==> src/sv/rrps_pkg.sv <==
`timescale 1ns / 1ps
`default_nettype none
// ----------------------------------------------------------------------------
// rrps_pkg
// Shared codes and types of the round-robin process scheduler.
// ----------------------------------------------------------------------------
package rrps_pkg;
    localparam logic [3:0] MODE_CREATE   = 4'd0;
    localparam logic [3:0] MODE_BLOCK    = 4'd1;
    localparam logic [3:0] MODE_UNBLOCK  = 4'd2;
    localparam logic [3:0] MODE_WAKE     = 4'd3;
    localparam logic [3:0] MODE_DISPATCH = 4'd4;
    localparam logic [3:0] MODE_WAIT     = 4'd5;
    localparam logic [3:0] MODE_EXIT     = 4'd6;
    localparam logic [3:0] MODE_LOCK     = 4'd7;
    localparam logic [3:0] MODE_UNLOCK   = 4'd8;

    localparam logic [2:0] R_RUN      = 3'd0;
    localparam logic [2:0] R_DEADLINE = 3'd1;
    localparam logic [2:0] R_CONSOLE  = 3'd2;
    localparam logic [2:0] R_LOCK     = 3'd3;

    localparam logic [1:0] ST_DONE = 2'd0;
    localparam logic [1:0] ST_FULL = 2'd1;
    localparam logic [1:0] ST_BUSY = 2'd2;

    // Result of the per-slot wait check.
    typedef struct packed {
        logic expired;
        logic console_hit;
    } chk_t;
endpackage
`default_nettype wire

==> src/sv/rrps_check.sv <==
`timescale 1ns / 1ps
`default_nettype none
// ----------------------------------------------------------------------------
// rrps_check
// Shared wait-release unit: deadline subtract and console bit test for one slot.
// ----------------------------------------------------------------------------
module rrps_check #(
    parameter int NUM_CONSOLES = 16
) (
    input  wire logic [31:0]           now_tick,
    input  wire logic [31:0]           slot_deadline,
    input  wire logic [7:0]            slot_object,
    input  wire logic [15:0]           console_ready,
    output rrps_pkg::chk_t             chk
);
    logic [31:0] diff;

    assign diff = now_tick - slot_deadline;

    // A console number at or above NUM_CONSOLES is never ready.
    always_comb begin
        chk.expired     = ~diff[31];
        chk.console_hit = (slot_object < 8'(NUM_CONSOLES))
                          && console_ready[slot_object[3:0]];
    end
endmodule
`default_nettype wire

==> src/sv/round_robin_process_scheduler.sv <==
`timescale 1ns / 1ps
`default_nettype none
// ----------------------------------------------------------------------------
// round_robin_process_scheduler
// Process-slot scheduler with blocking waits and a recursive owner lock.
// ----------------------------------------------------------------------------
// Each request beat is handled by a small sequencer that walks the slot table
// one slot per cycle through a single shared compare unit. Create, block,
// unblock, uncontended lock, wake for R_RUN, unlock that keeps the lock, an
// unused mode, and dispatch, wait or lock-keeping exit with under two live
// slots go straight to the result. Other wakes and lock-freeing unlocks make
// a wake pass; a lock-keeping exit a pick pass; dispatch, wait and contended
// lock a scan pass and a pick pass; a lock-dropping exit a wake pass, then a
// pick pass with two or more live slots. The result beat sits in an output
// register, held while m_tready is low; the next request is taken once it
// has been delivered. base_slice of zero is reported as one.
module round_robin_process_scheduler #(
    parameter int NUM_SLOTS    = 4,
    parameter int NUM_CONSOLES = 16
) (
    input  wire logic        aclk,
    input  wire logic        aresetn,
    input  wire logic        cfg_we,
    input  wire logic [15:0] cfg_wdata,
    input  wire logic        s_tvalid,
    output logic             s_tready,
    // mode[3:0], reason[6:4], wait_object[14:7], deadline[46:15],
    // now_tick[78:47], console_ready[94:79], zero fill
    input  wire logic [95:0] s_tdata,
    output logic             m_tvalid,
    input  wire logic        m_tready,
    // status[1:0], running_slot[3:2], switched[4], new_slot[6:5],
    // live_count[9:7], lock_held[10], slice_ticks[26:11], zero fill
    output logic [31:0]      m_tdata
);
    localparam int SW = $clog2(NUM_SLOTS);
    localparam int CW = $clog2(NUM_SLOTS + 1);
    localparam logic [SW-1:0] LAST = SW'(NUM_SLOTS - 1);

    localparam logic [2:0] S_IDLE   = 3'd0;
    localparam logic [2:0] S_SCAN   = 3'd1;
    localparam logic [2:0] S_PICK   = 3'd2;
    localparam logic [2:0] S_WAKE   = 3'd3;
    localparam logic [2:0] S_FIN    = 3'd4;
    localparam logic [2:0] S_OUT    = 3'd5;
    localparam logic [2:0] S_COMMIT = 3'd6;

    logic [2:0]  state_reg;
    logic [15:0] slice_reg;
    logic [NUM_SLOTS-1:0] live_reg;
    logic [2:0]  reason_reg   [NUM_SLOTS];
    logic [7:0]  object_reg   [NUM_SLOTS];
    logic [31:0] deadline_reg [NUM_SLOTS];
    logic [SW-1:0] cur_reg, owner_reg, idx_reg, cnt_reg, nxt_reg;
    logic [CW-1:0] live_total_reg;
    logic [7:0]  depth_reg;
    logic [95:0] in_reg;
    logic [1:0]  status_reg;
    logic        sw_reg, found_reg, need_run_reg;
    logic [SW-1:0] new_reg;
    logic [31:0] m_tdata_reg;

    logic [3:0]  mode;
    logic [2:0]  reason;
    logic [7:0]  wobj;
    logic [31:0] wdl, now_tick;
    logic [15:0] ready;
    assign mode     = in_reg[3:0];
    assign reason   = in_reg[6:4];
    assign wobj     = in_reg[14:7];
    assign wdl      = in_reg[46:15];
    assign now_tick = in_reg[78:47];
    assign ready    = in_reg[94:79];

    // Exit and unlock only ever wake the lock waiters.
    logic [2:0] wake_reason;
    logic [7:0] wake_obj;
    assign wake_reason = (mode == rrps_pkg::MODE_WAKE) ? reason : rrps_pkg::R_LOCK;
    assign wake_obj    = (mode == rrps_pkg::MODE_WAKE) ? wobj : 8'd0;

    rrps_pkg::chk_t chk;
    rrps_check #(.NUM_CONSOLES(NUM_CONSOLES)) u_check (
        .now_tick     (now_tick),
        .slot_deadline(deadline_reg[idx_reg]),
        .slot_object  (object_reg[idx_reg]),
        .console_ready(ready),
        .chk          (chk)
    );

    logic [SW-1:0] idx_inc, cur_inc, first_free;
    logic          any_free, lock_busy, drop_lock;
    assign idx_inc = (idx_reg == LAST) ? '0 : idx_reg + SW'(1);
    assign cur_inc = (cur_reg == LAST) ? '0 : cur_reg + SW'(1);
    assign lock_busy = (depth_reg != 8'd0) && (owner_reg != cur_reg)
                       && (live_total_reg >= CW'(2));
    assign drop_lock = (depth_reg != 8'd0) && (owner_reg == cur_reg);

    always_comb begin
        first_free = '0;
        any_free   = 1'b0;
        for (int i = NUM_SLOTS - 1; i >= 0; i--) begin
            if (!live_reg[i]) begin
                first_free = SW'(i);
                any_free   = 1'b1;
            end
        end
    end

    assign s_tready = (state_reg == S_IDLE);
    assign m_tvalid = (state_reg == S_OUT);
    assign m_tdata  = m_tdata_reg;

    // Waiting count is implied by the table; reason updates keep it consistent.
    always_ff @(posedge aclk) begin
        if (!aresetn) begin
            state_reg      <= S_IDLE;
            slice_reg      <= 16'd8;
            live_reg       <= NUM_SLOTS'(1);
            cur_reg        <= '0;
            owner_reg      <= '0;
            depth_reg      <= '0;
            live_total_reg <= CW'(1);
            for (int i = 0; i < NUM_SLOTS; i++) begin
                reason_reg[i]   <= rrps_pkg::R_RUN;
                object_reg[i]   <= '0;
                deadline_reg[i] <= '0;
            end
        end else begin
            if (cfg_we) begin
                slice_reg <= cfg_wdata;
            end
            unique case (state_reg)
                S_IDLE: begin
                    if (s_tvalid) begin
                        in_reg       <= s_tdata;
                        status_reg   <= (s_tdata[3:0] == rrps_pkg::MODE_CREATE && !any_free)
                                        ? rrps_pkg::ST_FULL
                                        : (s_tdata[3:0] == rrps_pkg::MODE_LOCK && lock_busy)
                                        ? rrps_pkg::ST_BUSY : rrps_pkg::ST_DONE;
                        new_reg      <= (s_tdata[3:0] == rrps_pkg::MODE_CREATE && any_free)
                                        ? first_free : '0;
                        sw_reg       <= 1'b0;
                        idx_reg      <= (s_tdata[3:0] == rrps_pkg::MODE_EXIT && !drop_lock)
                                        ? cur_inc : '0;
                        cnt_reg      <= '0;
                        found_reg    <= 1'b0;
                        need_run_reg <= 1'b0;
                        unique case (s_tdata[3:0])
                            rrps_pkg::MODE_CREATE: begin
                                if (any_free) begin
                                    live_reg[first_free]     <= 1'b1;
                                    reason_reg[first_free]   <= rrps_pkg::R_RUN;
                                    object_reg[first_free]   <= '0;
                                    deadline_reg[first_free] <= '0;
                                    live_total_reg <= live_total_reg + CW'(1);
                                end
                                state_reg <= S_FIN;
                            end
                            rrps_pkg::MODE_BLOCK: begin
                                reason_reg[cur_reg]   <= s_tdata[6:4];
                                object_reg[cur_reg]   <= s_tdata[14:7];
                                deadline_reg[cur_reg] <= s_tdata[46:15];
                                state_reg <= S_FIN;
                            end
                            rrps_pkg::MODE_UNBLOCK: begin
                                reason_reg[cur_reg] <= rrps_pkg::R_RUN;
                                state_reg <= S_FIN;
                            end
                            rrps_pkg::MODE_WAKE: begin
                                state_reg <= (s_tdata[6:4] != rrps_pkg::R_RUN)
                                             ? S_WAKE : S_FIN;
                            end
                            rrps_pkg::MODE_DISPATCH: begin
                                state_reg <= (live_total_reg >= CW'(2)) ? S_SCAN : S_FIN;
                            end
                            rrps_pkg::MODE_WAIT: begin
                                object_reg[cur_reg]   <= s_tdata[14:7];
                                deadline_reg[cur_reg] <= s_tdata[46:15];
                                if (live_total_reg >= CW'(2)) begin
                                    reason_reg[cur_reg] <= s_tdata[6:4];
                                    state_reg <= S_SCAN;
                                end else begin
                                    reason_reg[cur_reg] <= rrps_pkg::R_RUN;
                                    state_reg <= S_FIN;
                                end
                            end
                            rrps_pkg::MODE_EXIT: begin
                                if (drop_lock) begin
                                    depth_reg <= '0;
                                    owner_reg <= '0;
                                    state_reg <= S_WAKE;
                                end else if (live_total_reg >= CW'(2)) begin
                                    state_reg <= S_PICK;
                                end else begin
                                    state_reg <= S_FIN;
                                end
                            end
                            rrps_pkg::MODE_LOCK: begin
                                if (lock_busy) begin
                                    reason_reg[cur_reg]   <= rrps_pkg::R_LOCK;
                                    object_reg[cur_reg]   <= '0;
                                    deadline_reg[cur_reg] <= '0;
                                    state_reg <= S_SCAN;
                                end else begin
                                    owner_reg <= cur_reg;
                                    if (depth_reg != 8'hFF) begin
                                        depth_reg <= depth_reg + 8'd1;
                                    end
                                    state_reg <= S_FIN;
                                end
                            end
                            rrps_pkg::MODE_UNLOCK: begin
                                if (depth_reg <= 8'd1) begin
                                    depth_reg <= '0;
                                    owner_reg <= '0;
                                    state_reg <= S_WAKE;
                                end else begin
                                    depth_reg <= depth_reg - 8'd1;
                                    state_reg <= S_FIN;
                                end
                            end
                            default: state_reg <= S_FIN;
                        endcase
                    end
                end
                S_SCAN: begin
                    if (live_reg[idx_reg]) begin
                        if ((reason_reg[idx_reg] == rrps_pkg::R_DEADLINE && chk.expired)
                            || (reason_reg[idx_reg] == rrps_pkg::R_CONSOLE
                                && chk.console_hit)) begin
                            reason_reg[idx_reg] <= rrps_pkg::R_RUN;
                        end
                    end
                    if (idx_reg == LAST) begin
                        idx_reg      <= cur_inc;
                        need_run_reg <= 1'b1;
                        state_reg    <= S_PICK;
                    end else begin
                        idx_reg <= idx_inc;
                    end
                end
                S_PICK: begin
                    if (!found_reg && live_reg[idx_reg] && (!need_run_reg
                        || reason_reg[idx_reg] == rrps_pkg::R_RUN)) begin
                        found_reg <= 1'b1;
                        nxt_reg   <= idx_reg;
                    end
                    idx_reg <= idx_inc;
                    cnt_reg <= cnt_reg + SW'(1);
                    if (cnt_reg == LAST) begin
                        state_reg <= S_COMMIT;
                    end
                end
                S_WAKE: begin
                    if (live_reg[idx_reg] && reason_reg[idx_reg] == wake_reason
                        && object_reg[idx_reg] == wake_obj) begin
                        reason_reg[idx_reg] <= rrps_pkg::R_RUN;
                    end
                    if (idx_reg == LAST) begin
                        if (mode == rrps_pkg::MODE_EXIT && live_total_reg >= CW'(2)) begin
                            idx_reg   <= cur_inc;
                            state_reg <= S_PICK;
                        end else begin
                            state_reg <= S_FIN;
                        end
                    end else begin
                        idx_reg <= idx_inc;
                    end
                end
                S_COMMIT: begin
                    // Commit the search result.
                    state_reg <= S_FIN;
                    if (mode == rrps_pkg::MODE_EXIT) begin
                        reason_reg[cur_reg]   <= rrps_pkg::R_RUN;
                        live_reg[cur_reg]     <= 1'b0;
                        object_reg[cur_reg]   <= '0;
                        deadline_reg[cur_reg] <= '0;
                        live_total_reg <= live_total_reg - CW'(1);
                        if (found_reg) begin
                            cur_reg <= nxt_reg;
                            reason_reg[nxt_reg] <= rrps_pkg::R_RUN;
                        end
                        sw_reg <= 1'b1;
                    end else if (found_reg && nxt_reg != cur_reg) begin
                        cur_reg <= nxt_reg;
                        sw_reg  <= 1'b1;
                    end else if (mode != rrps_pkg::MODE_DISPATCH) begin
                        reason_reg[cur_reg] <= rrps_pkg::R_RUN;
                    end
                end
                S_FIN: begin
                    m_tdata_reg <= {5'd0,
                        (slice_reg == 16'd0) ? 16'd1 : slice_reg,
                        (depth_reg != 8'd0),
                        3'(live_total_reg),
                        2'(new_reg),
                        sw_reg,
                        2'(cur_reg),
                        status_reg};
                    state_reg <= S_OUT;
                end
                S_OUT: begin
                    if (m_tready) begin
                        state_reg <= S_IDLE;
                    end
                end
                default: state_reg <= S_IDLE;
            endcase
        end
    end

    property p_one_side;
        @(posedge aclk) disable iff (!aresetn) !(s_tready && m_tvalid);
    endproperty
    a_one_side: assert property (p_one_side) else $error("ready while result pending");

    property p_live_nonzero;
        @(posedge aclk) disable iff (!aresetn) live_total_reg != '0;
    endproperty
    a_live_nonzero: assert property (p_live_nonzero) else $error("no live slot");

    property p_cur_live;
        @(posedge aclk) disable iff (!aresetn) s_tready |-> live_reg[cur_reg];
    endproperty
    a_cur_live: assert property (p_cur_live) else $error("running slot not live");
endmodule
`default_nettype wire
==> config.mk <==
export PLATFORM = sky130hd
export DESIGN_NAME = round_robin_process_scheduler
export DESIGN_NICKNAME = d
export VERILOG_FILES = /design/src/sv/rrps_pkg.sv /design/src/sv/rrps_check.sv /design/src/sv/round_robin_process_scheduler.sv
export SDC_FILE = /design/constraint.sdc
export NUM_CORES = 1
export LEC_CHECK = 0
export ABC_AREA = 0
export BUFFER_PORTS_ARGS = -buffer_cell sky130_fd_sc_hd__buf_4
export CORE_MARGIN = 8
export CORE_UTILIZATION = 37
export DETAILED_ROUTE_END_ITERATION = 7
export SETUP_SLACK_MARGIN = 0.2
export SLEW_MARGIN = 20
export SYNTH_ARGS = -nofsm -noshare
export SYNTH_HDL_FRONTEND = slang
export SYNTH_SLANG_ARGS = --single-unit
==> constraint.sdc <==
create_clock -name aclk -period 6.7 [get_ports aclk]
set_clock_uncertainty 0.2 [all_clocks]
set_input_delay 1.34 -clock aclk [delete_from_list [all_inputs] [get_ports aclk]]
set_output_delay 1.34 -clock aclk [all_outputs]
set_load 0.01 [all_outputs]
Word level (Yosys, flattened, before mapping). Memories as Yosys holds them, arrays and structs flattened. A register that Yosys moved wholly into a read port is not among the register bits. Cells that the tools add are included. Widths: inputs -> output; s select.

Register bits: 173. Latch bits: 0. Bits in writable memories: 172. ROM bits: 0. Input port bits: 117. Memories kept: 3.

Memory list: deadline_reg (words 4, bits a word 32, read ports 1, clocked after Yosys merged registers in 1, wr ports 4, RTL line round_robin_process_scheduler.sv:53) `logic [31:0] deadline_reg [NUM_SLOTS];`; object_reg (words 4, bits a word 8, read ports 1, clocked after Yosys merged registers in 1, wr ports 4, RTL line round_robin_process_scheduler.sv:52) `logic [7:0] object_reg [NUM_SLOTS];`; reason_reg (words 4, bits a word 3, read ports 1, clocked after Yosys merged registers in 1, wr ports 4, RTL line round_robin_process_scheduler.sv:51) `logic [2:0] reason_reg [NUM_SLOTS];`.

Add/subtract/negate cells: 8. Multiply operators: 0. Div/mod/pow operators: 0. Magnitude comparators: 9. Equal/unequal tests: 44. Shifts and indexed selects: 0. Mux-type cells: 177. Bitwise gates (word level): 17. Reductions and logical operators: 58.

Operator list (number): $mux 32 (5); $mux 1 (85); $mux 3 (28); $mux 8 (10); $reduce_or 32->1 (2); $mux 2 (30); $sub 32x32->32 (1); $pmux 8 s3 (1); $pmux 3 s7 (1); $eq 4x3->1 const B (5); $ne 2x2->1 const B (10); $logic_and 1x1->1 (18); $logic_not 16->1 (1); $mux 4 (4); $reduce_and 4->1 (4); $reduce_or 8->1 (2); $pmux 3 s5 (1); $or 1x1->1 (13); $eq 4x2->1 const B (3); $reduce_and 3->1 (4); $reduce_and 6->1 (2); $reduce_or 3->1 (4); $reduce_and 5->1 (2); $eq 3x2->1 const B (3); other kinds (47) (74).

Logic depth before layout (Yosys ltp). Gate-level depths: netlist of the first run.

Word-level depth: 15. Gate-level depth with buffers: 16. Mapped depth without buffers: 12.

Cells and area by module. A second synthesis of the first run with hierarchy kept.

Cells, all modules: 1182. Area, all modules: 14599.0 um2.

By module, submodules not included: round_robin_process_scheduler (instances 1, cells an instance 1064, area each 13696.9 um2, sequential area each 8938.6 um2); rrps_check (instances 1, cells an instance 118, area each 902.1 um2, sequential area each 0.0 um2).

Worst setup path before layout of the first run. No wires, ideal clock.

Path type: input-to-reg. Start point: in aresetn. End point: mem deadline_reg[3][0] (enable). Arrival: 5.752 ns. Data required time: 6.049 ns. Slack: 0.297 ns. Stages: 6. Buffers on the path: 0. Path through: nor2b_1 -> nand3_1 -> inv_1 -> a211oi_2 -> or3_1 -> a21oi_1.

RTL lines: start, declared (RTL line round_robin_process_scheduler.sv:22) `input wire logic aresetn,`; end, declared (RTL line round_robin_process_scheduler.sv:53).

==> results.sh, run 1 <==
export IMPL_status="finished, final reports clean"
export IMPL_vdd_drop_max_uv=143
export IMPL_rsz0062_at_grt="false"
export IMPL_grt_max_degree=44
export IMPL_nNetsFinal=1462
export IMPL_cts_hold_buffers=0
export IMPL_grt_overflow=0
export IMPL_crit_path_end_kind="flop"
export IMPL_ys_ff_latch=315
export IMPL_yosys_most_used_dff="edfxtp_1"
export IMPL_slew_headroom_pct=32.2
export IMPL_setup_viol=0
export IMPL_post_cts_buffers=0
export IMPL_hp_class="flop to flop"
export IMPL_r2r_setup_slack_ps=1840
export IMPL_syn_area_per_cell_sq_um=12.3
export IMPL_p_leak_nw=6.67
export IMPL_synth_seq_area_share_pct=61.8
export IMPL_synth_area_sq_um=14500
export IMPL_tns_ps=0
export IMPL_ios=151
export IMPL_antenna_found_initial=0
export IMPL_antenna_left=0
export IMPL_cp_max_fo=24
export IMPL_cts_resized=0
export IMPL_clock_sinks=315
export IMPL_drt_pass1_iter_count=5
export IMPL_synth_cell_types=69
export IMPL_wirelength_um=35100
export IMPL_final_max_slew_violation_count=0
export IMPL_worstMarginPinSlew_ps=1010
export IMPL_fin_cells=1851
export IMPL_placement_rows=72
export IMPL_dp_slack_ps=1650
export IMPL_die_width_um=214
export IMPL_drc=0
export IMPL_largest_reg_flops=128
export IMPL_dp_cells=1783
export IMPL_power_density_nw_per_um2=345
export IMPL_cts_tree="built"
export IMPL_dp_hpwl_um=22700
export IMPL_core_area_sq_um=38600
export IMPL_yosysWarnings=0
export IMPL_setup_ws_ps=1840
export IMPL_layout_min_cycle_time_ps=4860
export IMPL_drive_above_1_share_pct=21.3
export IMPL_start_util_pct=37.4
export IMPL_dieArea_sq_um=45700
export IMPL_cp_start_kind="flop"
export IMPL_io_buffer_count=144
export IMPL_finalPower_mw=5.99
export IMPL_hold_viol_final=0
export IMPL_cap_violations=0
export IMPL_required_ps=6970
export IMPL_grt_pass1_wl_um=54200
export IMPL_period_share_pct=72.6
export IMPL_ctsLongestPathBuffers=3
export IMPL_synth_edff_count=263
export IMPL_grt_pass1_vias=9623
export IMPL_path_clk_slew_ps=60
export IMPL_insertion_delay_ps=540
export IMPL_drtIter0Drc=584
export IMPL_cts_buffers=38
export IMPL_placed_area_sq_um=16000
export IMPL_worstSetupPathType="flop to flop"
export IMPL_fmax_mhz=206
export IMPL_arrival_ps=5130
export IMPL_diodes=0
export IMPL_gp_congestion=0.782
export IMPL_syn_instance_count=1179
export IMPL_htreeDepth=2
export IMPL_area_growth_pct=20.0
export IMPL_grtUsageTotal_pct=15.5
export IMPL_fp_dieH_um=214
export IMPL_via_per_inst=5.06
export IMPL_num_vias=9360
export IMPL_cts_root_buf="clkbuf_16"
export IMPL_wl_per_cell_um=18.9
export IMPL_fin_area_sq_um=17300
export IMPL_async_flop_share_pct=0
-- cell usage after synthesis (4+ instances only) --
library cell,n,share of area (%)
buf_4,6,0.31
nor3b_1,7,0.36
nor4_1,5,0.22
clkbuf_1,57,1.5
inv_1,93,2.4
ha_1,39,3.4
mux2i_1,36,2.5
a221oi_1,4,0.24
dfxtp_1,52,7.2
nor2b_1,12,0.52
nand2_1,97,2.5
a21oi_1,42,1.5
nand4_1,10,0.43
nand2b_1,8,0.35
buf_1,9,0.23
o22ai_1,5,0.22
or2_2,5,0.22
o31ai_1,5,0.26
a22oi_1,10,0.52
edfxtp_1,263,55
a211oi_1,6,0.31
or3_1,7,0.30
nand3b_1,7,0.36
o21ai_0,30,1.0
o21a_1,7,0.36
and3_1,10,0.43
nor3_1,10,0.35
xor2_1,8,0.48
o211ai_1,4,0.21
nand3_1,28,0.97
nand4b_1,4,0.24
xnor2_1,5,0.30
mux4_2,44,6.9
nor2_1,185,4.8
a21o_1,5,0.26
-- critical path, cell delays in order, from the launching register on --
cell,delay (ps)
dfxtp_2,970
mux4_2,590
inv_1,60
ha_1,240
a21oi_1,140
a21boi_0,100
nor4_1,830
o32a_1,270
o211ai_1,190
a221oi_2,450
o21ai_0,190
nor2_1,330
mux2i_1,210
-- per-stage QoR --
stage / util [%] / hold slack (ps)
finish: 44.9 / 217
global route: 44.9 / 231
CTS: 44.9 / 218
detailed placement: 41.5 / 205
global placement: 41.5 / 205
floorplan: - / 200
-- where the power goes --
group	switching [mW]	leakage [nW]	total, mW	internal (mW)
Sequential	0.199	3.03	2.56	2.36
Clock	0.805	0.638	2.15	1.35
Combinational	0.695	3.00	1.27	0.575
-- per-layer routing --
metal  routed length [um]  vias to the layer above  global-route usage (%)  part of all wire [%]
met5                    0                        -                       0                     0
met4                  755                        0                    4.96                   2.2
met3                 1600                       52                    2.98                   4.6
met2                17100                      187                    26.1                    49
met1                15600                     4620                    20.1                    44
li1                     -                     4501                       -                     -
-- path summary, 6_finish.rpt --
path,end,startpoint,depth (start not counted)
worst max register to register,reason_reg[1][2],flop,12
worst min-delay path,m_tdata[0],status_reg[0],0
worst max-delay path,reason_reg[1][2],flop,12
worst min register to register,m_tdata[0],status_reg[0],0
-- layout by cell type, fill, tap and decap left out, types with 7 or more instances in the layout --
cell	netlist	routed
edfxtp_1	263	263
nor2_1	185	185
buf_4	6	158
nand2_1	97	94
inv_1	93	92
dfxtp_1	52	50
mux4_2	44	44
a21oi_1	42	41
clkbuf_16	0	40
ha_1	39	39
mux2i_1	36	36
o21ai_0	30	30
nand3_1	28	28
nor2b_1	12	12
nor3_1	10	10
and3_1	10	10
nand4_1	10	10
a22oi_1	10	10
xor2_1	8	8
nand2b_1	8	8
clkbuf_1	57	8
or3_1	7	7
nor3b_1	7	7
nand3b_1	7	7
o21a_1	7	7
-- cell type report --
cell class,count,area [sq um]
fillers,3553,21300
flip-flops and latches,315,8940
multi-input cells,696,4880
repair buffers,159,1210
clock buffers,50,1060
well taps,518,648
inverters,95,358
clock inverters,18,254
-- cells by family after synthesis --
group           share of synthesized area (%)
simple gates                             12.8
flops                                    61.8
buf+inv                                  4.75
compound gates                           6.80
mux                                      9.50
fa+ha+maj                                3.51
xor+xnor                                0.787
other cells                            0.0259
(Power assumes the default switching activity.)
==> inputs of run 2 (changes only) <==
- ABC_AREA: 0 -> 1
- clock period: 6.7 -> 4.6 ns (I/O delays scaled with it)
==> run 2 against run 1 <==
Net effect:
- setup slack got worse by 1100 ps
- utilization decreased by 0.37 points
- largest cell class unchanged
- power increased by 48%
- sequential cell count stayed put
- die area increased by 2.8%
- largest power group unchanged
- via count grew 18%
- maximum frequency increased by 26%
- combinational power rose by 94%
==> results.sh, run 2 <==
export IMPL_status="finished, final reports clean"
export IMPL_synth_mux_area_share_pct=0
export IMPL_io_buffer_count=144
export IMPL_antenna_left=0
export IMPL_placed_area_sq_um=16500
export IMPL_synth_cell_types=55
export IMPL_switching_share_pct=32.6
export IMPL_comb_power_share_pct=27.8
export IMPL_synth_seq_area_share_pct=60.0
export IMPL_final_max_slew_violation_count=0
export IMPL_yosys_most_used_dff="edfxtp_1"
export IMPL_slew_headroom_pct=53.4
export IMPL_power_frac_clock_pct=31.9
export IMPL_arrival_ps=4050
export IMPL_core_area_sq_um=39700
export IMPL_drc=0
export IMPL_cts_tree="built"
export IMPL_antenna_found_initial=0
export IMPL_synth_area_sq_um=14900
export IMPL_ys_ff_latch=315
export IMPL_dp_hpwl_um=26200
export IMPL_synth_edff_count=263
export IMPL_cts_buffers=36
export IMPL_synth_top_cells_by_count="340 x nand2_1, 263 x edfxtp_1, 215 x nor2_1"
export IMPL_area_growth_pct=18.7
export IMPL_grt_pass1_wl_um=60100
export IMPL_post_cts_buffers=0
export IMPL_syn_area_per_cell_sq_um=9.87
export IMPL_worstMarginPinSlew_ps=693
export IMPL_fp_dieH_um=217
export IMPL_num_vias=11000
export IMPL_layout_commonest_cell="nand2_1"
export IMPL_p_seq_share_pct=40.3
export IMPL_grt_max_degree=48
export IMPL_start_util_pct=37.5
export IMPL_grtUsageTotal_pct=16.0
export IMPL_drt_pass1_iter_count=5
export IMPL_period_share_pct=84.0
export IMPL_required_ps=4790
export IMPL_syn_instance_count=1510
export IMPL_synth_compound_area_share_pct=9.05
export IMPL_synth_adder_area_share_pct=3.41
export IMPL_cp_max_fo=37
export IMPL_tns_ps=0
export IMPL_p_leak_nw=7.18
export IMPL_async_flop_share_pct=0
export IMPL_worstSetupPathType="flop to flop"
export IMPL_internal_power_mw=5.96
export IMPL_reg2reg_depth=19
export IMPL_n_fill_cell=3769
export IMPL_ios=151
export IMPL_grt_pass1_vias=11000
export IMPL_synthTopCellsByArea="edfxtp_1 53%, nand2_1 8.6%, dfxtp_1 7.0%"
export IMPL_cp_start_kind="flop"
export IMPL_fmax_mhz=259
export IMPL_p_sw_mw=2.89
export IMPL_vdd_drop_max_uv=300
export IMPL_hold_viol_final=0
export IMPL_synth_top_cell_by_area="edfxtp_1"
export IMPL_setup_viol=0
export IMPL_wirelength_um=38100
export IMPL_wl_per_cell_um=17.4
export IMPL_layout_min_cycle_time_ps=3860
export IMPL_insertion_delay_ps=530
export IMPL_drive_above_1_share_pct=16.3
export IMPL_drtIter0Drc=726
export IMPL_final_cell_mix="337 x nand2_1, 263 x edfxtp_1, 213 x nor2_1"
export IMPL_power_density_nw_per_um2=500
export IMPL_hold_path_depth=0
export IMPL_diodes=0
export IMPL_nNetsFinal=1804
export IMPL_gp_congestion=0.874
export IMPL_cts_hold_buffers=0
export IMPL_min_to="m_tdata[1]"
export IMPL_cts_root_buf="clkbuf_16"
export IMPL_yosysTopAreaCellShare_pct=53.0
export IMPL_r2r_end="reason_reg[1][0]"
export IMPL_clock_sinks=315
export IMPL_die_width_um=217
export IMPL_cts_resized=0
export IMPL_largest_reg_flops=128
export IMPL_synthXorXnorAreaFrac_pct=0.588
export IMPL_via_per_inst=5.03
export IMPL_hp_class="flop to flop"
export IMPL_hp_start="status_reg[1]"
export IMPL_htreeDepth=2
export IMPL_path_clk_slew_ps=60
export IMPL_yosysWarnings=0
export IMPL_rsz0062_at_grt="false"
export IMPL_ctsLongestPathBuffers=3
export IMPL_fin_area_sq_um=17700
export IMPL_dieArea_sq_um=46900
export IMPL_grt_overflow=0
export IMPL_yosysMostFrequentCell="nand2_1"
export IMPL_synth_simple_area_share_pct=20.7
export IMPL_placement_rows=73
export IMPL_synth_top_family_by_area="simple AND/OR/NAND/NOR gates"
export IMPL_crit_path_end_kind="flop"
export IMPL_cap_violations=0
export IMPL_r2r_setup_slack_ps=740
[run 2: cell types whose count changed after synthesis, moves of 12 or more]
cell	change
a21oi_1	+48
a32o_1	+31
buf_2	+13
clkbuf_1	-13
inv_1	+37
mux2i_1	-36
mux4_2	-44
nand2_1	+243
nand3_1	+58
nor2_1	+30
nor2b_1	-12
o21ai_0	+18
[run 2: layout make-up]
class	count	area [sq um]	share of cell area, %
multi-input combinational	978	5060	28.6
sequential	315	8940	50.6
tap	525	657	3.71
clock inverter	20	229	1.29
inverter	145	549	3.11
timing repair buffer	171	1320	7.47
clock buffer	43	927	5.24
[run 2: metal layers]
layer / up-vias / GRT usage (%) / part of all wire (%)
li1: 5426 / - / -
met1: 5329 / 20.6 / 44
met2: 235 / 27.1 / 49
met3: 52 / 3.15 / 5.0
met4: 0 / 4.13 / 1.9
met5: - / 0 / 0
[run 2: critical path, cell delays in order, from the launching register on]
cell and delay [ps]:
dfxtp_2 330, inv_2 470, buf_12 290, nand2_1 90
a32o_1 240, ha_1 290, nand2_1 100, o21a_1 220
o21ai_0 250, a21oi_1 150, nand3_1 100, nand3_1 110
nand2_1 80, nand2_1 80, nand2_1 90, nand3_1 140
nand2_2 200, nand2_1 110, nand3_1 90, a21oi_1 70
[run 2: cells by family (layout without fill, tap and decap cells)]
kind of cell / after synthesis / count (layout)
AOI/OAI and AO/OA: 204 / 204
xor gates and xnor gates: 10 / 10
adders and majority gates: 40 / 40
buffers and inverters: 221 / 379
DFF: 315 / 315
other: 1 / 5
and+or+nand+nor: 719 / 719
[run 2: worst max-delay path by stage]
stage | to | startpoint | cells after the start
after floorplan | deadline_reg[2][0] | aresetn | 11
after global placement | reason_reg[1][0] | flop | 20
after detailed placement | reason_reg[1][0] | flop | 20
after CTS | reason_reg[1][0] | flop | 20
after global routing | reason_reg[1][1] | flop | 21
final | reason_reg[1][0] | flop | 19
[run 2: power groups by stage]
stage / registers [mW] / clock network (mW) / logic (mW)
floorplan: 3.58 / 0 / 1.75
global placement: 3.62 / 0 / 2.43
detailed placement: 3.62 / 0 / 2.48
CTS: 3.57 / 2.90 / 2.49
global route: 3.59 / 2.99 / 2.77
finish: 3.56 / 2.82 / 2.46
[run 2: stage by stage]
| stage | hold slack (ps) | instances | setup slack (ps) | util [%] | power, mW |
|---|---|---|---|---|---|
| 2_1_floorplan | 200 | 1514 | 377 | - | 5.33 |
| 5_1_grt | 228 | 2197 | 338 | 44.5 | 9.35 |
| 3_5_place_dp | 205 | 2134 | 664 | 41.6 | 6.10 |
| 4_1_cts | 218 | 2197 | 654 | 44.5 | 8.95 |
| 3_3_place_gp | 207 | 2134 | 653 | 41.6 | 6.05 |
| 6_report | 217 | 2197 | 735 | 44.5 | 8.84 |
==> inputs of run 3 (changes only) <==
- clock period: 4.6 -> 3.8 ns (I/O delays scaled with it)
==> run 3 against run 2 <==
Net effect:
- combinational power grew 36%
- final cell count grew 0.82%
- non-clock buffer count grew 18
- first-iteration DRC count increased by 6.6%
- die area did not move
- wire length up 3.9%
- design area is 1.9% higher
- sequential cell count is the same
- sequential share of layout area decreased by 0.93 points
- critical path type unchanged
- largest cell class unchanged
- largest power group unchanged
==> results.sh, run 3 (synthesis gave the netlist of run 2 again) <==
export IMPL_status="finished, final reports clean"
export IMPL_gp_congestion=0.900
export IMPL_largest_reg_flops=128
export IMPL_setup_ws_ps=376
export IMPL_fmax_mhz=292
export IMPL_die_width_um=217
export IMPL_grt_pass1_wl_um=61200
export IMPL_wirelength_um=39600
export IMPL_cts_hold_buffers=0
export IMPL_grtUsageTotal_pct=16.3
export IMPL_reg2reg_depth=26
export IMPL_n_fill_cell=3766
export IMPL_hold_path_depth=1
export IMPL_antenna_left=0
export IMPL_grt_max_degree=54
export IMPL_insertion_delay_ps=530
export IMPL_nNetsFinal=1823
export IMPL_min_to="in_reg[56]"
export IMPL_hp_class="primary input to flop"
export IMPL_fp_dieH_um=217
export IMPL_dp_cells=2143
export IMPL_post_route_util_pct=45.4
export IMPL_clock_sinks=315
export IMPL_slew_headroom_pct=56.7
export IMPL_num_vias=11200
export IMPL_cap_violations=0
export IMPL_rsz0062_at_grt="false"
export IMPL_drc=0
export IMPL_grt_overflow=0
export IMPL_crit_path_end_kind="flop"
export IMPL_power_density_nw_per_um2=602
export IMPL_htreeDepth=2
export IMPL_dp_slack_ps=275
export IMPL_multiInputGateArea_sq_um=5120
export IMPL_layout_min_cycle_time_ps=3420
export IMPL_cts_root_buf="clkbuf_16"
export IMPL_r2r_setup_slack_ps=380
export IMPL_tns_ps=0
export IMPL_core_area_sq_um=39700
export IMPL_final_max_slew_violation_count=0
export IMPL_drive_above_1_share_pct=17.6
export IMPL_ios=151
export IMPL_grt_pass1_vias=11000
export IMPL_wl_per_cell_um=17.9
export IMPL_via_per_inst=5.05
export IMPL_drt_pass1_iter_count=6
export IMPL_antenna_found_initial=0
export IMPL_dieArea_sq_um=46900
export IMPL_setup_viol=0
export IMPL_final_cell_mix="334 x nand2_1, 263 x edfxtp_1, 213 x nor2_1"
export IMPL_start_util_pct=37.5
export IMPL_required_ps=3990
export IMPL_cp_max_fo=26
export IMPL_worstSetupPathType="flop to flop"
export IMPL_fin_cells=2215
export IMPL_area_growth_pct=21.0
export IMPL_seq_area_sq_um=8940
export IMPL_diodes=0
export IMPL_arrival_ps=3610
export IMPL_placement_rows=73
export IMPL_worstMarginPinSlew_ps=645
export IMPL_vdd_drop_max_uv=316
export IMPL_ctsLongestPathBuffers=3
export IMPL_p_leak_nw=7.32
export IMPL_hp_start="s_tdata[56]"
export IMPL_dp_hpwl_um=26300
export IMPL_period_share_pct=90.1
export IMPL_drtIter0Drc=774
export IMPL_cts_buffers=36
export IMPL_io_buffer_count=144
export IMPL_cp_start_kind="flop"
export IMPL_cts_tree="built"
export IMPL_r2r_end="reason_reg[1][1]"
export IMPL_layout_commonest_cell="nand2_1"
export IMPL_path_clk_slew_ps=60
export IMPL_hold_viol_final=0
[run 3: cell types whose count changed in the layout (fill, tap and decap cells not counted), sizes merged]
cell / delta
clkbuf: +9
inv: -3
buf: +12
bufinv: -4
nand2: +1
clkinvlp: +3
[run 3: area by class of cell]
type                    count  area share (%)
clock buffers              46            5.38
well taps                 525            3.64
clock inverters            16           0.444
flip-flops and latches    315            49.6
repair buffers            189            9.42
multi-input cells         979            28.4
inverters                 145            3.09
[run 3: critical path, cell delays in order (launching register included)]
cell and delay (ps):
dfxtp_4 440, buf_12 130, clkbuf_16 200, a21oi_1 80
a32o_1 210, ha_1 290, nand2_1 50, inv_1 40
nand2_1 50, nand2_1 120, nand2_1 70, nand2_1 110
nand2_1 60, nand2_1 100, nand2_1 80, nand2_1 60
nand2_1 50, nand3_1 120, nand2_1 60, nand2_1 130
nand2_2 90, nand2_1 90, nand2_1 50, nand2_1 120
nand2_1 110, nand3_1 90, a21oi_1 60
[run 3: timing repair]
| action | 4_1_cts | 5_1_grt |
|---|---|---|
| endpoints found under the setup margin | 0 | 12 |
| buffers inserted | 0 | 3 |
| resized for setup | 0 | 17 |
[run 3: worst max-delay path by stage]
| stage | from | end | slack (ps) | cells after the start |
|---|---|---|---|---|
| after floorplan | aresetn | deadline_reg[1][0] | 220 | 11 |
| after global placement | flop | reason_reg[3][0] | 310 | 24 |
| after detailed placement | flop | reason_reg[1][1] | 280 | 22 |
| after CTS | flop | reason_reg[1][1] | 260 | 23 |
| after global routing | flop | reason_reg[2][1] | 180 | 22 |
| final | flop | reason_reg[1][1] | 380 | 26 |
[run 3: where the power goes]
group          switching, mW  internal [mW]  total (mW)
sequential             0.201           4.13        4.34
combinational           2.05           1.31        3.35
clock                   1.37           1.80        3.17
total                   3.62           7.24        10.9
[run 3: metal layers]
metal | vias up | routed length, um | global-route usage [%]
met1 | 5385 | 17600 | 21.7
met3 | 50 | 2670 | 3.77
li1 | 5463 | - | -
met4 | 0 | 701 | 4.10
met2 | 279 | 18700 | 26.6
met5 | - | 0 | 0
[run 3: through the flow]
stage | power [mW] | instance area, sq um | hold slack (ps)
after global placement | 7.43 | 16700 | 202
after global routing | 11.5 | 18000 | 172
after CTS | 10.7 | 17700 | 167
after detailed placement | 7.49 | 16700 | 205
final | 10.9 | 18000 | 198
after floorplan | 6.45 | 14900 | 200
